**config.mk**
```make
export PLATFORM = sky130hd
export DESIGN_NAME = anemometer_period_speed_meter_top
export DESIGN_NICKNAME = d
export VERILOG_FILES = /design/src/apm_pkg.sv /design/src/anemometer_period_speed_meter_top.sv /design/src/apm_front.sv /design/src/apm_queue.sv /design/src/apm_back.sv
export SDC_FILE = /design/constraint.sdc
export NUM_CORES = 2
export LEC_CHECK = 0
export ABC_CLOCK_PERIOD_IN_PS = 10350
export CORE_ASPECT_RATIO = 0.6
export CORE_UTILIZATION = 52
export DETAILED_ROUTE_END_ITERATION = 12
export DONT_BUFFER_PORTS = 1
export PLACE_DENSITY = 0.77
export SLEW_MARGIN = 20
export SYNTH_ARGS = -nofsm -noshare
export SYNTH_HDL_FRONTEND = slang
export SYNTH_HIERARCHICAL = 1
export SYNTH_SLANG_ARGS = --single-unit
export TNS_END_PERCENT = 10
```
**constraint.sdc**
```tcl
create_clock -name clk_i -period 10.35 [get_ports clk_i]
set_input_delay 1.035 -clock clk_i [delete_from_list [all_inputs] [get_ports clk_i]]
set_output_delay 1.035 -clock clk_i [all_outputs]
set_load 0.05 [all_outputs]
```
**src/apm_pkg.sv**
```systemverilog
package apm_pkg;

  localparam int unsigned DataBits   = 32;
  localparam int unsigned RpmBits    = 30;
  localparam int unsigned CfgIdxBits = 2;

  localparam logic [CfgIdxBits-1:0] CfgDebounce    = 2'd0;
  localparam logic [CfgIdxBits-1:0] CfgStopTimeout = 2'd1;
  localparam logic [CfgIdxBits-1:0] CfgSpeedScale  = 2'd2;

  localparam logic OpPulse = 1'b0;
  localparam logic OpPoll  = 1'b1;

  localparam logic [DataBits-1:0] DebounceReset = 32'd40000;
  localparam logic [DataBits-1:0] StopReset     = 32'd3000000;
  localparam logic [DataBits-1:0] ScaleReset    = 32'd558584000;

  localparam logic [DataBits-1:0] RpmQ4Num = 32'd960000000;

  localparam int unsigned     MphNumBits = 18;
  localparam int unsigned     MphDenBits = 17;
  localparam logic [MphNumBits-1:0] MphNum = 18'd223694;
  localparam logic [MphDenBits-1:0] MphDen = 17'd100000;
  localparam int unsigned     ProdBits     = DataBits + MphNumBits;
  localparam int unsigned     MphDigitBits = 4;
  localparam int unsigned     MphSteps     = (ProdBits + MphDigitBits - 1) / MphDigitBits;
  localparam int unsigned     MphQuotBits  = MphSteps * MphDigitBits;

  localparam int unsigned DivSteps = DataBits;
  localparam int unsigned CntBits  = $clog2(DivSteps);

  localparam int unsigned QueueDepth     = 2;
  localparam int unsigned QueuePtrBits   = $clog2(QueueDepth);
  localparam int unsigned QueueCountBits = $clog2(QueueDepth + 1);

  typedef struct packed {
    logic                operation;
    logic [DataBits-1:0] now_us;
  } in_word_t;

  typedef struct packed {
    logic                pulse_accepted;
    logic [DataBits-1:0] revolutions;
    logic [DataBits-1:0] period_us;
    logic [RpmBits-1:0]  rpm_q4;
    logic [DataBits-1:0] speed_mm_per_s;
    logic [DataBits-1:0] speed_milli_mph;
  } out_word_t;

  typedef struct packed {
    logic                pulse_accepted;
    logic [DataBits-1:0] revolutions;
    logic [DataBits-1:0] period_us;
  } job_t;

endpackage

```
**src/anemometer_period_speed_meter_top.sv**
```systemverilog
// Each word is a reed pulse edge or a poll with a microsecond timestamp. The front end takes one
// word per cycle while the queue has room, applies the debounce lockout and stop timeout, updates
// the count and period at once, and places the word in a two-entry queue. The back end then takes
// each word from the queue, runs a restoring divider that forms the rpm and mm/s quotients side by
// side, forms the mph product, divides that product four bits at a time, and loads the output
// register, waiting while that register still holds a word that has not been taken. It takes no
// new word from the queue until it has loaded the output register for the last one; bursts of up
// to three words are absorbed without stalling the input.
module anemometer_period_speed_meter_top (
  input  logic                           clk_i,
  input  logic                           rst_ni,
  input  logic                           in_valid_i,
  output logic                           in_ready_o,
  input  apm_pkg::in_word_t              in_word_i,
  output logic                           out_valid_o,
  input  logic                           out_ready_i,
  output apm_pkg::out_word_t             out_word_o,
  input  logic                           cfg_we_i,
  input  logic [apm_pkg::CfgIdxBits-1:0] cfg_index_i,
  input  logic [apm_pkg::DataBits-1:0]   cfg_data_i
);

  logic [apm_pkg::DataBits-1:0] debounce_q, stop_timeout_q, speed_scale_q;
  logic                         push_valid, push_ready, pop_valid, pop_ready;
  apm_pkg::job_t                push_job, pop_job;

  always_ff @(posedge clk_i or negedge rst_ni) begin
    if (!rst_ni) begin
      debounce_q     <= apm_pkg::DebounceReset;
      stop_timeout_q <= apm_pkg::StopReset;
      speed_scale_q  <= apm_pkg::ScaleReset;
    end else if (cfg_we_i) begin
      unique case (cfg_index_i)
        apm_pkg::CfgDebounce:    debounce_q     <= cfg_data_i;
        apm_pkg::CfgStopTimeout: stop_timeout_q <= cfg_data_i;
        apm_pkg::CfgSpeedScale:  speed_scale_q  <= cfg_data_i;
        default: ;
      endcase
    end
  end

  apm_front u_front (
    .clk_i          (clk_i),
    .rst_ni         (rst_ni),
    .in_valid_i     (in_valid_i),
    .in_ready_o     (in_ready_o),
    .in_word_i      (in_word_i),
    .debounce_i     (debounce_q),
    .stop_timeout_i (stop_timeout_q),
    .job_valid_o    (push_valid),
    .job_ready_i    (push_ready),
    .job_o          (push_job)
  );

  apm_queue u_queue (
    .clk_i        (clk_i),
    .rst_ni       (rst_ni),
    .push_valid_i (push_valid),
    .push_ready_o (push_ready),
    .push_job_i   (push_job),
    .pop_valid_o  (pop_valid),
    .pop_ready_i  (pop_ready),
    .pop_job_o    (pop_job)
  );

  apm_back u_back (
    .clk_i         (clk_i),
    .rst_ni        (rst_ni),
    .job_valid_i   (pop_valid),
    .job_ready_o   (pop_ready),
    .job_i         (pop_job),
    .speed_scale_i (speed_scale_q),
    .out_valid_o   (out_valid_o),
    .out_ready_i   (out_ready_i),
    .out_word_o    (out_word_o)
  );

endmodule

```
**src/apm_front.sv**
```systemverilog
module apm_front (
  input  logic                         clk_i,
  input  logic                         rst_ni,
  input  logic                         in_valid_i,
  output logic                         in_ready_o,
  input  apm_pkg::in_word_t            in_word_i,
  input  logic [apm_pkg::DataBits-1:0] debounce_i,
  input  logic [apm_pkg::DataBits-1:0] stop_timeout_i,
  output logic                         job_valid_o,
  input  logic                         job_ready_i,
  output apm_pkg::job_t                job_o
);

  logic [apm_pkg::DataBits-1:0] last_q, last_d;
  logic [apm_pkg::DataBits-1:0] period_q, period_d;
  logic [apm_pkg::DataBits-1:0] rev_q, rev_d;
  logic [apm_pkg::DataBits-1:0] elapsed;
  logic                         pulse_ok;
  logic                         accept;

  assign in_ready_o  = job_ready_i;
  assign job_valid_o = in_valid_i;
  assign accept      = in_valid_i & job_ready_i;
  assign elapsed     = in_word_i.now_us - last_q;

  always_comb begin
    last_d   = last_q;
    period_d = period_q;
    rev_d    = rev_q;
    pulse_ok = 1'b0;
    case (in_word_i.operation)
      apm_pkg::OpPulse: begin
        if (elapsed >= debounce_i) begin
          pulse_ok = 1'b1;
          if (last_q != '0) begin
            period_d = elapsed;
          end
          last_d = in_word_i.now_us;
          rev_d  = rev_q + 1'b1;
        end
      end
      default: begin
        if ((last_q != '0) && (elapsed > stop_timeout_i)) begin
          period_d = '0;
        end
      end
    endcase
  end

  assign job_o = '{pulse_accepted: pulse_ok, revolutions: rev_d, period_us: period_d};

  always_ff @(posedge clk_i or negedge rst_ni) begin
    if (!rst_ni) begin
      last_q   <= '0;
      period_q <= '0;
      rev_q    <= '0;
    end else if (accept) begin
      last_q   <= last_d;
      period_q <= period_d;
      rev_q    <= rev_d;
    end
  end

  a_poll_not_counted: assert property (@(posedge clk_i) disable iff (!rst_ni)
    accept && (in_word_i.operation == apm_pkg::OpPoll) |-> !job_o.pulse_accepted)
    else $error("poll word marked as accepted pulse");

  a_count_step: assert property (@(posedge clk_i) disable iff (!rst_ni)
    accept && job_o.pulse_accepted |=> rev_q == $past(rev_q) + 1'b1)
    else $error("revolution count did not advance on accepted pulse");

endmodule

```
**src/apm_queue.sv**
```systemverilog
module apm_queue (
  input  logic          clk_i,
  input  logic          rst_ni,
  input  logic          push_valid_i,
  output logic          push_ready_o,
  input  apm_pkg::job_t push_job_i,
  output logic          pop_valid_o,
  input  logic          pop_ready_i,
  output apm_pkg::job_t pop_job_o
);

  apm_pkg::job_t                         mem_q [apm_pkg::QueueDepth];
  logic [apm_pkg::QueuePtrBits-1:0]      wr_ptr_q, rd_ptr_q;
  logic [apm_pkg::QueueCountBits-1:0]    count_q;
  logic                                  push, pop;

  assign push_ready_o = count_q != apm_pkg::QueueCountBits'(apm_pkg::QueueDepth);
  assign pop_valid_o  = count_q != '0;
  assign push         = push_valid_i & push_ready_o;
  assign pop          = pop_valid_o & pop_ready_i;
  assign pop_job_o    = mem_q[rd_ptr_q];

  function automatic logic [apm_pkg::QueuePtrBits-1:0] next_ptr(
    input logic [apm_pkg::QueuePtrBits-1:0] ptr
  );
    if (ptr == apm_pkg::QueuePtrBits'(apm_pkg::QueueDepth - 1)) begin
      return '0;
    end
    return ptr + 1'b1;
  endfunction

  always_ff @(posedge clk_i) begin
    if (push) begin
      mem_q[wr_ptr_q] <= push_job_i;
    end
  end

  always_ff @(posedge clk_i or negedge rst_ni) begin
    if (!rst_ni) begin
      wr_ptr_q <= '0;
      rd_ptr_q <= '0;
      count_q  <= '0;
    end else begin
      if (push) begin
        wr_ptr_q <= next_ptr(wr_ptr_q);
      end
      if (pop) begin
        rd_ptr_q <= next_ptr(rd_ptr_q);
      end
      if (push && !pop) begin
        count_q <= count_q + 1'b1;
      end else if (pop && !push) begin
        count_q <= count_q - 1'b1;
      end
    end
  end

  a_count_bound: assert property (@(posedge clk_i) disable iff (!rst_ni)
    count_q <= apm_pkg::QueueCountBits'(apm_pkg::QueueDepth))
    else $error("queue fill count out of range");

endmodule

```
**src/apm_back.sv**
```systemverilog
module apm_back (
  input  logic                         clk_i,
  input  logic                         rst_ni,
  input  logic                         job_valid_i,
  output logic                         job_ready_o,
  input  apm_pkg::job_t                job_i,
  input  logic [apm_pkg::DataBits-1:0] speed_scale_i,
  output logic                         out_valid_o,
  input  logic                         out_ready_i,
  output apm_pkg::out_word_t           out_word_o
);

  typedef enum logic [2:0] {
    StIdle,
    StDiv,
    StMul,
    StMph,
    StLoad
  } state_e;

  state_e                              state_q;
  logic [apm_pkg::CntBits-1:0]         cnt_q;
  apm_pkg::job_t                       job_q;
  logic [apm_pkg::DataBits-1:0]        rem_r_q, rem_s_q, quo_r_q, quo_s_q;
  logic [apm_pkg::DataBits-1:0]        mms_q;
  logic [apm_pkg::MphDenBits-1:0]      rem_m_q;
  logic [apm_pkg::MphQuotBits-1:0]     mph_q;
  logic                                out_valid_q;
  apm_pkg::out_word_t                  out_q;

  logic [apm_pkg::DataBits-1:0]        rem_r_d, rem_s_d, quo_r_d, quo_s_d;
  logic [apm_pkg::DataBits:0]          tr_r, tr_s;
  logic [apm_pkg::DataBits:0]          per_ext;
  logic [apm_pkg::DataBits-1:0]        mms;
  logic [apm_pkg::ProdBits-1:0]        prod;
  logic [apm_pkg::MphDenBits-1:0]      rem_m_d;
  logic [apm_pkg::MphQuotBits-1:0]     mph_d;
  logic                                per_zero;

  assign per_zero = job_q.period_us == '0;
  assign per_ext  = {1'b0, job_q.period_us};

  always_comb begin
    tr_r    = {rem_r_q, quo_r_q[apm_pkg::DataBits-1]};
    tr_s    = {rem_s_q, quo_s_q[apm_pkg::DataBits-1]};
    quo_r_d = {quo_r_q[apm_pkg::DataBits-2:0], 1'b0};
    quo_s_d = {quo_s_q[apm_pkg::DataBits-2:0], 1'b0};
    rem_r_d = tr_r[apm_pkg::DataBits-1:0];
    rem_s_d = tr_s[apm_pkg::DataBits-1:0];
    if (tr_r >= per_ext) begin
      rem_r_d    = apm_pkg::DataBits'(tr_r - per_ext);
      quo_r_d[0] = 1'b1;
    end
    if (tr_s >= per_ext) begin
      rem_s_d    = apm_pkg::DataBits'(tr_s - per_ext);
      quo_s_d[0] = 1'b1;
    end
  end

  assign mms  = per_zero ? '0 : quo_s_q;
  assign prod = apm_pkg::ProdBits'(mms) * apm_pkg::ProdBits'(apm_pkg::MphNum);

  always_comb begin
    logic [apm_pkg::MphDenBits:0] t;
    t       = '0;
    rem_m_d = rem_m_q;
    mph_d   = mph_q;
    for (int i = 0; i < apm_pkg::MphDigitBits; i++) begin
      t     = {rem_m_d, mph_d[apm_pkg::MphQuotBits-1]};
      mph_d = {mph_d[apm_pkg::MphQuotBits-2:0], 1'b0};
      if (t >= {1'b0, apm_pkg::MphDen}) begin
        t        = t - {1'b0, apm_pkg::MphDen};
        mph_d[0] = 1'b1;
      end
      rem_m_d = t[apm_pkg::MphDenBits-1:0];
    end
  end

  assign job_ready_o = state_q == StIdle;
  assign out_valid_o = out_valid_q;
  assign out_word_o  = out_q;

  always_ff @(posedge clk_i or negedge rst_ni) begin
    if (!rst_ni) begin
      state_q     <= StIdle;
      cnt_q       <= '0;
      job_q       <= '0;
      rem_r_q     <= '0;
      rem_s_q     <= '0;
      quo_r_q     <= '0;
      quo_s_q     <= '0;
      mms_q       <= '0;
      rem_m_q     <= '0;
      mph_q       <= '0;
      out_valid_q <= 1'b0;
      out_q       <= '0;
    end else begin
      if (out_valid_q && out_ready_i && (state_q != StLoad)) begin
        out_valid_q <= 1'b0;
      end
      unique case (state_q)
        StIdle: begin
          if (job_valid_i) begin
            job_q   <= job_i;
            rem_r_q <= '0;
            rem_s_q <= '0;
            quo_r_q <= apm_pkg::RpmQ4Num;
            quo_s_q <= speed_scale_i;
            cnt_q   <= '0;
            state_q <= StDiv;
          end
        end
        StDiv: begin
          rem_r_q <= rem_r_d;
          rem_s_q <= rem_s_d;
          quo_r_q <= quo_r_d;
          quo_s_q <= quo_s_d;
          cnt_q   <= cnt_q + 1'b1;
          if (cnt_q == apm_pkg::CntBits'(apm_pkg::DivSteps - 1)) begin
            state_q <= StMul;
          end
        end
        StMul: begin
          mms_q   <= mms;
          mph_q   <= apm_pkg::MphQuotBits'(prod);
          rem_m_q <= '0;
          cnt_q   <= '0;
          state_q <= StMph;
        end
        StMph: begin
          rem_m_q <= rem_m_d;
          mph_q   <= mph_d;
          cnt_q   <= cnt_q + 1'b1;
          if (cnt_q == apm_pkg::CntBits'(apm_pkg::MphSteps - 1)) begin
            state_q <= StLoad;
          end
        end
        StLoad: begin
          if (!out_valid_q || out_ready_i) begin
            out_valid_q            <= 1'b1;
            out_q.pulse_accepted   <= job_q.pulse_accepted;
            out_q.revolutions      <= job_q.revolutions;
            out_q.period_us        <= job_q.period_us;
            out_q.rpm_q4           <= per_zero ? '0 : quo_r_q[apm_pkg::RpmBits-1:0];
            out_q.speed_mm_per_s   <= mms_q;
            out_q.speed_milli_mph  <= (|mph_q[apm_pkg::MphQuotBits-1:apm_pkg::DataBits]) ?
                                      '1 : mph_q[apm_pkg::DataBits-1:0];
            state_q                <= StIdle;
          end
        end
        default: state_q <= StIdle;
      endcase
    end
  end

  a_stopped_zero: assert property (@(posedge clk_i) disable iff (!rst_ni)
    out_valid_o && (out_word_o.period_us == '0) |->
      (out_word_o.rpm_q4 == '0) && (out_word_o.speed_mm_per_s == '0) &&
      (out_word_o.speed_milli_mph == '0))
    else $error("nonzero speed reported with zero period");

  a_rpm_range: assert property (@(posedge clk_i) disable iff (!rst_ni)
    out_valid_o |-> out_word_o.rpm_q4 <= apm_pkg::RpmQ4Num[apm_pkg::RpmBits-1:0])
    else $error("rpm result above its numerator");

endmodule

```
; After elaboration in Yosys (flattened, before gate mapping)
; Memories as Yosys holds them, arrays and structs flattened. A register that Yosys moved wholly into a read port is not among the register bits.
; Index checks and enable logic that the tools add are counted.
[op_classes]
n_eq_ne = 14
mul = 1
n_bitwise = 3
n_reduce_logical = 30
addsub = 13
magnitude_cmp = 8
mux = 54
[ops]
columns = op, count
row1 = $mux 32, 13
row2 = $pmux 32 s2, 4
row3 = $pmux 52 s2, 1
row4 = $sub 32x32->32, 3
row5 = $ge 18x17->1 const B, 4
row6 = $mux 17, 4
row7 = $sub 17x17->17 const B, 4
row8 = $ge 33x32->1, 2
row9 = $mul 32x17->49 const B, 1
row10 = $pmux 17 s2, 1
row11 = $add 32x1->32 const B, 1
row12 = $ge 32x32->1, 1
row13 = $gt 32x32->1, 1
row14 = $logic_not 32->1, 1
row15 = $reduce_bool 32->1, 1
row16 = $mux 30, 1
row17 = $mux 1, 21
row18 = $reduce_or 20->1, 1
row19 = $pmux 3 s5, 1
row20 = $pmux 5 s3, 1
row21 = $reduce_and 2->1, 7
row22 = $mux 3, 4
row23 = $ne 2x1->1 const B, 4
row24 = $reduce_bool 2->1, 4
row25 = 26 further kinds, 37
[word_totals]
output_inout_bits = 161
mem_count = 1
in_bits = 72
wordCells = 149
reg_bits = 593
mem_bits_rw = 130
[mem_list]
columns = name, depth, word_bits, read_ports, rd_ports_with_merged_regs, write_ports, line_no
row1 = u_queue.mem_q, 2, 65, 1, 1, 1, apm_queue.sv:12  ; apm_pkg::job_t mem_q [apm_pkg::QueueDepth];

; Logic depth before layout (Yosys ltp)
[depth]
word_depth = 9
ltp_mapped = 37
ltp_nobuf = 33

; By module
; The synthesis kept the hierarchy.
[by_module_without_submodules]
columns = module, instances, area_each_um2, cells_per_inst, seq_area_each_um2
row1 = apm_back, 1, 33986.3, 3840, 11561.1
row2 = apm_front, 1, 8428.1, 1013, 2402.3
row3 = apm_queue, 1, 5046.1, 220, 4003.8
row4 = anemometer_period_speed_meter_top, 1, 3657.3, 204, 2433.6

; Least setup slack after synthesis
; No wires, ideal clock.
[synth_timing]
path_type = reg-to-reg
from = reg u_back/job_q[1] in the netlist's numbering
to = reg u_back/mph_q[47] in the netlist's numbering
setup_ps = 133
required_ps = 10217
period_less_slack_ps = 7846
arrival_time_ps = 7713
path_buffers = 4
setup_slack_ps = 2504
stages_incl_launch_ff = 38
path_cell_list = dfrtp_1 nor4_1 nand4_1 or2_2 clkbuf_1 clkbuf_1 clkbuf_1 buf_1 nand2_1 inv_1 ha_1 ha_1 nand2b_1 fa_1 ha_1 ha_1 xnor2_1 ha_1 [2 not listed] inv_1 ha_1 o21ai_0 nand2_1 nand2_1 a2111oi_0 nor3_1 nor4_1 nor2_1 a211oi_1 o31ai_1 o21ai_0 a221oi_1 nor2b_1 nor2_1 o21ai_0 xnor2_1 o21ai_0
[synth_between]
elab_chain_cells = 4
[synth_rtl]
columns = element, line_no
row1 = start: declaration, apm_back.sv:23  ; apm_pkg::job_t job_q;
row2 = start signal: assignment, apm_back.sv:104  ; job_q <= job_i;
row3 = $logic_not 32->1, apm_back.sv:40  ; assign per_zero = job_q.period_us == '0;
row4 = $mux 32, apm_back.sv:60  ; assign mms = per_zero ? '0 : quo_s_q;
row5 = via u_back.mms (one bit), apm_back.sv:34  ; logic [apm_pkg::DataBits-1:0] mms;
row6 = $mul 32x17->49, apm_back.sv:61  ; assign prod = apm_pkg::ProdBits'(mms) * apm_pkg::ProdBits'(apm_pkg::MphNum);
row7 = $pmux 52 s2, apm_back.sv:101  ; unique case (state_q)
row8 = end signal: assignment, apm_back.sv:125  ; mph_q <= apm_pkg::MphQuotBits'(prod);
row9 = end signal: assignment, apm_back.sv:132  ; mph_q <= mph_d;
row10 = end: declaration, apm_back.sv:27  ; logic [apm_pkg::MphQuotBits-1:0] mph_q;
; The timed path passes the listed nets, and every way through them passes these cells.
; A chain may end at the register's enable or synchronous reset.

; Final worst setup path
[layout_timing]
from = reg u_back/job_q[24] in the netlist's numbering
to = reg u_back/mph_q[43] in the netlist's numbering
[layout_between]
elab_chain_cells = 4
[layout_rtl]
columns = element, line_no
row1 = $logic_not 32->1, apm_back.sv:40
row2 = $mux 32, apm_back.sv:60
row3 = $mul 32x17->49, apm_back.sv:61
row4 = $pmux 52 s2, apm_back.sv:101
; Every way passes these cells.

==> flow_metrics.tcl <==
set metrics [dict create \
    outcome "finished clean" \
    numCtsBuffers 79 \
    critPathRequiredTime_ns 10.94 \
    slew_headroom_pct 26.6 \
    grt_pass1_wl_mm 217 \
    max_freq_ghz 0.113 \
    ys_seq_area_share_pct 39.9 \
    cp_top_family "adder cells" \
    fin_crit_sh_pct 85.8 \
    ios 233 \
    fillers 8292 \
    cts_tree "done" \
    drive_gt1_share_pct 8.57 \
    cts_setup_buffers 0 \
    cts.sinks 788 \
    root_buffer "clkbuf_16" \
    cap_violations 0 \
    clk_pin_slew_ns 0.07 \
    clk_latency_ns 0.69 \
    syn_avg_cell_area_sq_um 9.69 \
    die_w_microns 407 \
    ys_types 117 \
    crit_top_cell "inv_1" \
    rr_worst_depth 31 \
    dr_total_vias 38600 \
    wl_per_cell_microns 21.4 \
    antenna_found_initial 1 \
    worst_ep_arrival_time_ns 9.47 \
    synth_edf_count 130 \
    grt_pass1_vias 36600 \
    cts.repair.resized 0 \
    worstSetupEndpointType "register" \
    drv_slew 0 \
    async_reset_ff_share_pct 83.5 \
    grt_util_all_layers_pct 28.2 \
    drt-initial-drc-count 4261 \
    viasPerCell 5.91 \
    cts.path.max_buffers 3 \
    path_max_fanout 52 \
    drtAntennaViolNets 0 \
    syn_area_sq_um 51100 \
    initial_core_util_pct 52.8 \
    worst_pin_slew_ns 1.10 \
    ctsHoldBuffers 0 \
    syn_inst 5277 \
    cts.htree.levels 3 \
    setup_viol 0 \
    cp-start-kind "register" \
    period_needed_ns 8.88 \
    route.detailed.drc 0 \
    skew_ns 0.0377 \
    die_h_microns 245 \
    critPathKind "reg2reg" \
    reg2reg_from "u_back/job_q[24]" \
    hpwl_mm 105 \
    cp_slowest_cell "a2111oi_0" \
    grt_start_max_net_pins 659 \
    area_growth_pct 7.10 \
    timing.critical_path.buf_inv 6 \
    io_buffers 0 \
    wl_mm 140 \
    rows 88 \
    synth-main-ff-cell "dfrtp_1" \
    finalWeightedCongestion 0.994 \
    firstDrtPassIters 8 \
    fin_setup_tns_ns 0 \
    overflow 0 \
    reg2reg_to "u_back/mph_q[43]" \
    diodes 0 \
    hold_violations 0 \
    rsz0062_at_grt "false" \
    nets 5774 \
    hold_class "in2async" \
    critical-path-max-stage-delay_ns 0.78 \
    synth_nets 5890 \
    yosys_warnings 6 \
    rrSetupSlack_ns 1.47 \
    core_sq_um 96800 \
    synth_seq_cells 788 \
    die-area_sq_um 99600 \
]
[registers in the layout (all words and copies together), names as in the netlist, 52 cells and up]
signal / count
u_queue/mem_q: 130
u_back/mph_q: 52
u_back/job_q: 65
u_back/out_word_o: 159
[layout make-up]
class | count | area [sq um] | area share, %
timing repair buffer | 35 | 347 | 0.633
inverter | 508 | 1910 | 3.48
sequential | 788 | 20400 | 37.3
clock buffer | 103 | 2170 | 3.96
clock inverter | 45 | 437 | 0.798
multi-input combinational | 3749 | 27900 | 50.9
tap | 1305 | 1630 | 2.98
[logic make-up after synthesis]
group	count (synthesis)	share of synthesized area [%]
compound gates	1093	13.8
xor+xnor	273	4.71
fa+ha+maj	542	16.4
buf+inv	740	5.81
flops	788	39.9
mux	243	5.46
simple gates	1598	13.9
[layout by cell type, fill, tap and decap left out, types with 31 or more instances in the layout]
cell type,count
nand2b_1,46
a22o_1,44
mux2_2,125
a21o_1,68
nor3_1,60
inv_1,506
nor2b_1,39
o22ai_1,38
xor2_1,103
clkbuf_16,80
dfrtp_1,631
nand2_1,892
a22oi_1,31
nor4_1,31
nand3_1,107
fa_1,216
mux2i_1,75
xnor2_1,168
o21ai_0,437
edfxtp_1,130
o22a_1,34
mux2_4,40
a21oi_1,185
ha_1,325
and3_1,33
nand4_1,36
nor2_1,235
[cells in the mapped netlist (44+ instances only)]
cell | number | area (sq um)
clkbuf_1 | 170 | 638
mux2_2 | 125 | 1410
nor2_1 | 240 | 901
a21oi_1 | 185 | 926
nand2b_1 | 50 | 313
a22o_1 | 44 | 385
fa_1 | 216 | 4320
o21ai_0 | 437 | 2190
nor3_1 | 60 | 300
dfrtp_1 | 633 | 15800
nand2_1 | 893 | 3350
ha_1 | 325 | 4070
xnor2_1 | 168 | 1470
xor2_1 | 103 | 902
inv_1 | 506 | 1900
nand3_1 | 108 | 541
a21o_1 | 68 | 510
mux2i_1 | 75 | 751
edfxtp_1 | 130 | 3900
[how the worst max path moves through the flow]
stage | depth (start not counted) | end | from | slack, ns
finish | 31 | u_back/mph_q[43] | u_back/job_q[24] | 1.47
global route | 31 | u_back/mph_q[47] | u_back/job_q[0] | 0.97
CTS | 31 | u_back/mph_q[47] | u_back/job_q[25] | 1.55
detailed placement | 31 | u_back/mph_q[47] | u_back/job_q[11] | 1.57
global placement | 31 | u_back/mph_q[47] | u_back/job_q[14] | 1.76
floorplan | 37 | u_back/mph_q[47] | u_back/job_q[1] | 2.50
[routing by layer]
metal	GRT usage [%]	share of wire (%)	wire length, microns	vias up
li1	-	-	-	17800
met1	44.8	48	66600	19000
met2	36.8	39	55100	1638
met3	8.11	11	15200	186
met4	6.74	2.2	3120	2
met5	0	0.013	18	-
[per-stage QoR]
| stage | setup WS [ns] | cells | utilization, % | hold slack, ns | area (sq um) |
|---|---|---|---|---|---|
| after floorplan | 2.50 | 5277 | - | 0.435 | 51100 |
| after global placement | 1.76 | 6381 | 53.8 | 0.453 | 52000 |
| after detailed placement | 1.57 | 6381 | 53.8 | 0.451 | 52000 |
| after CTS | 1.55 | 6529 | 56.4 | 0.0233 | 54600 |
| after global routing | 0.969 | 6533 | 56.6 | 0.0243 | 54700 |
| final | 1.47 | 6533 | 56.6 | 0.0671 | 54700 |
Power is not shown: default switching activity piles up to over one toggle a cycle in this logic, so the estimate is an artifact.
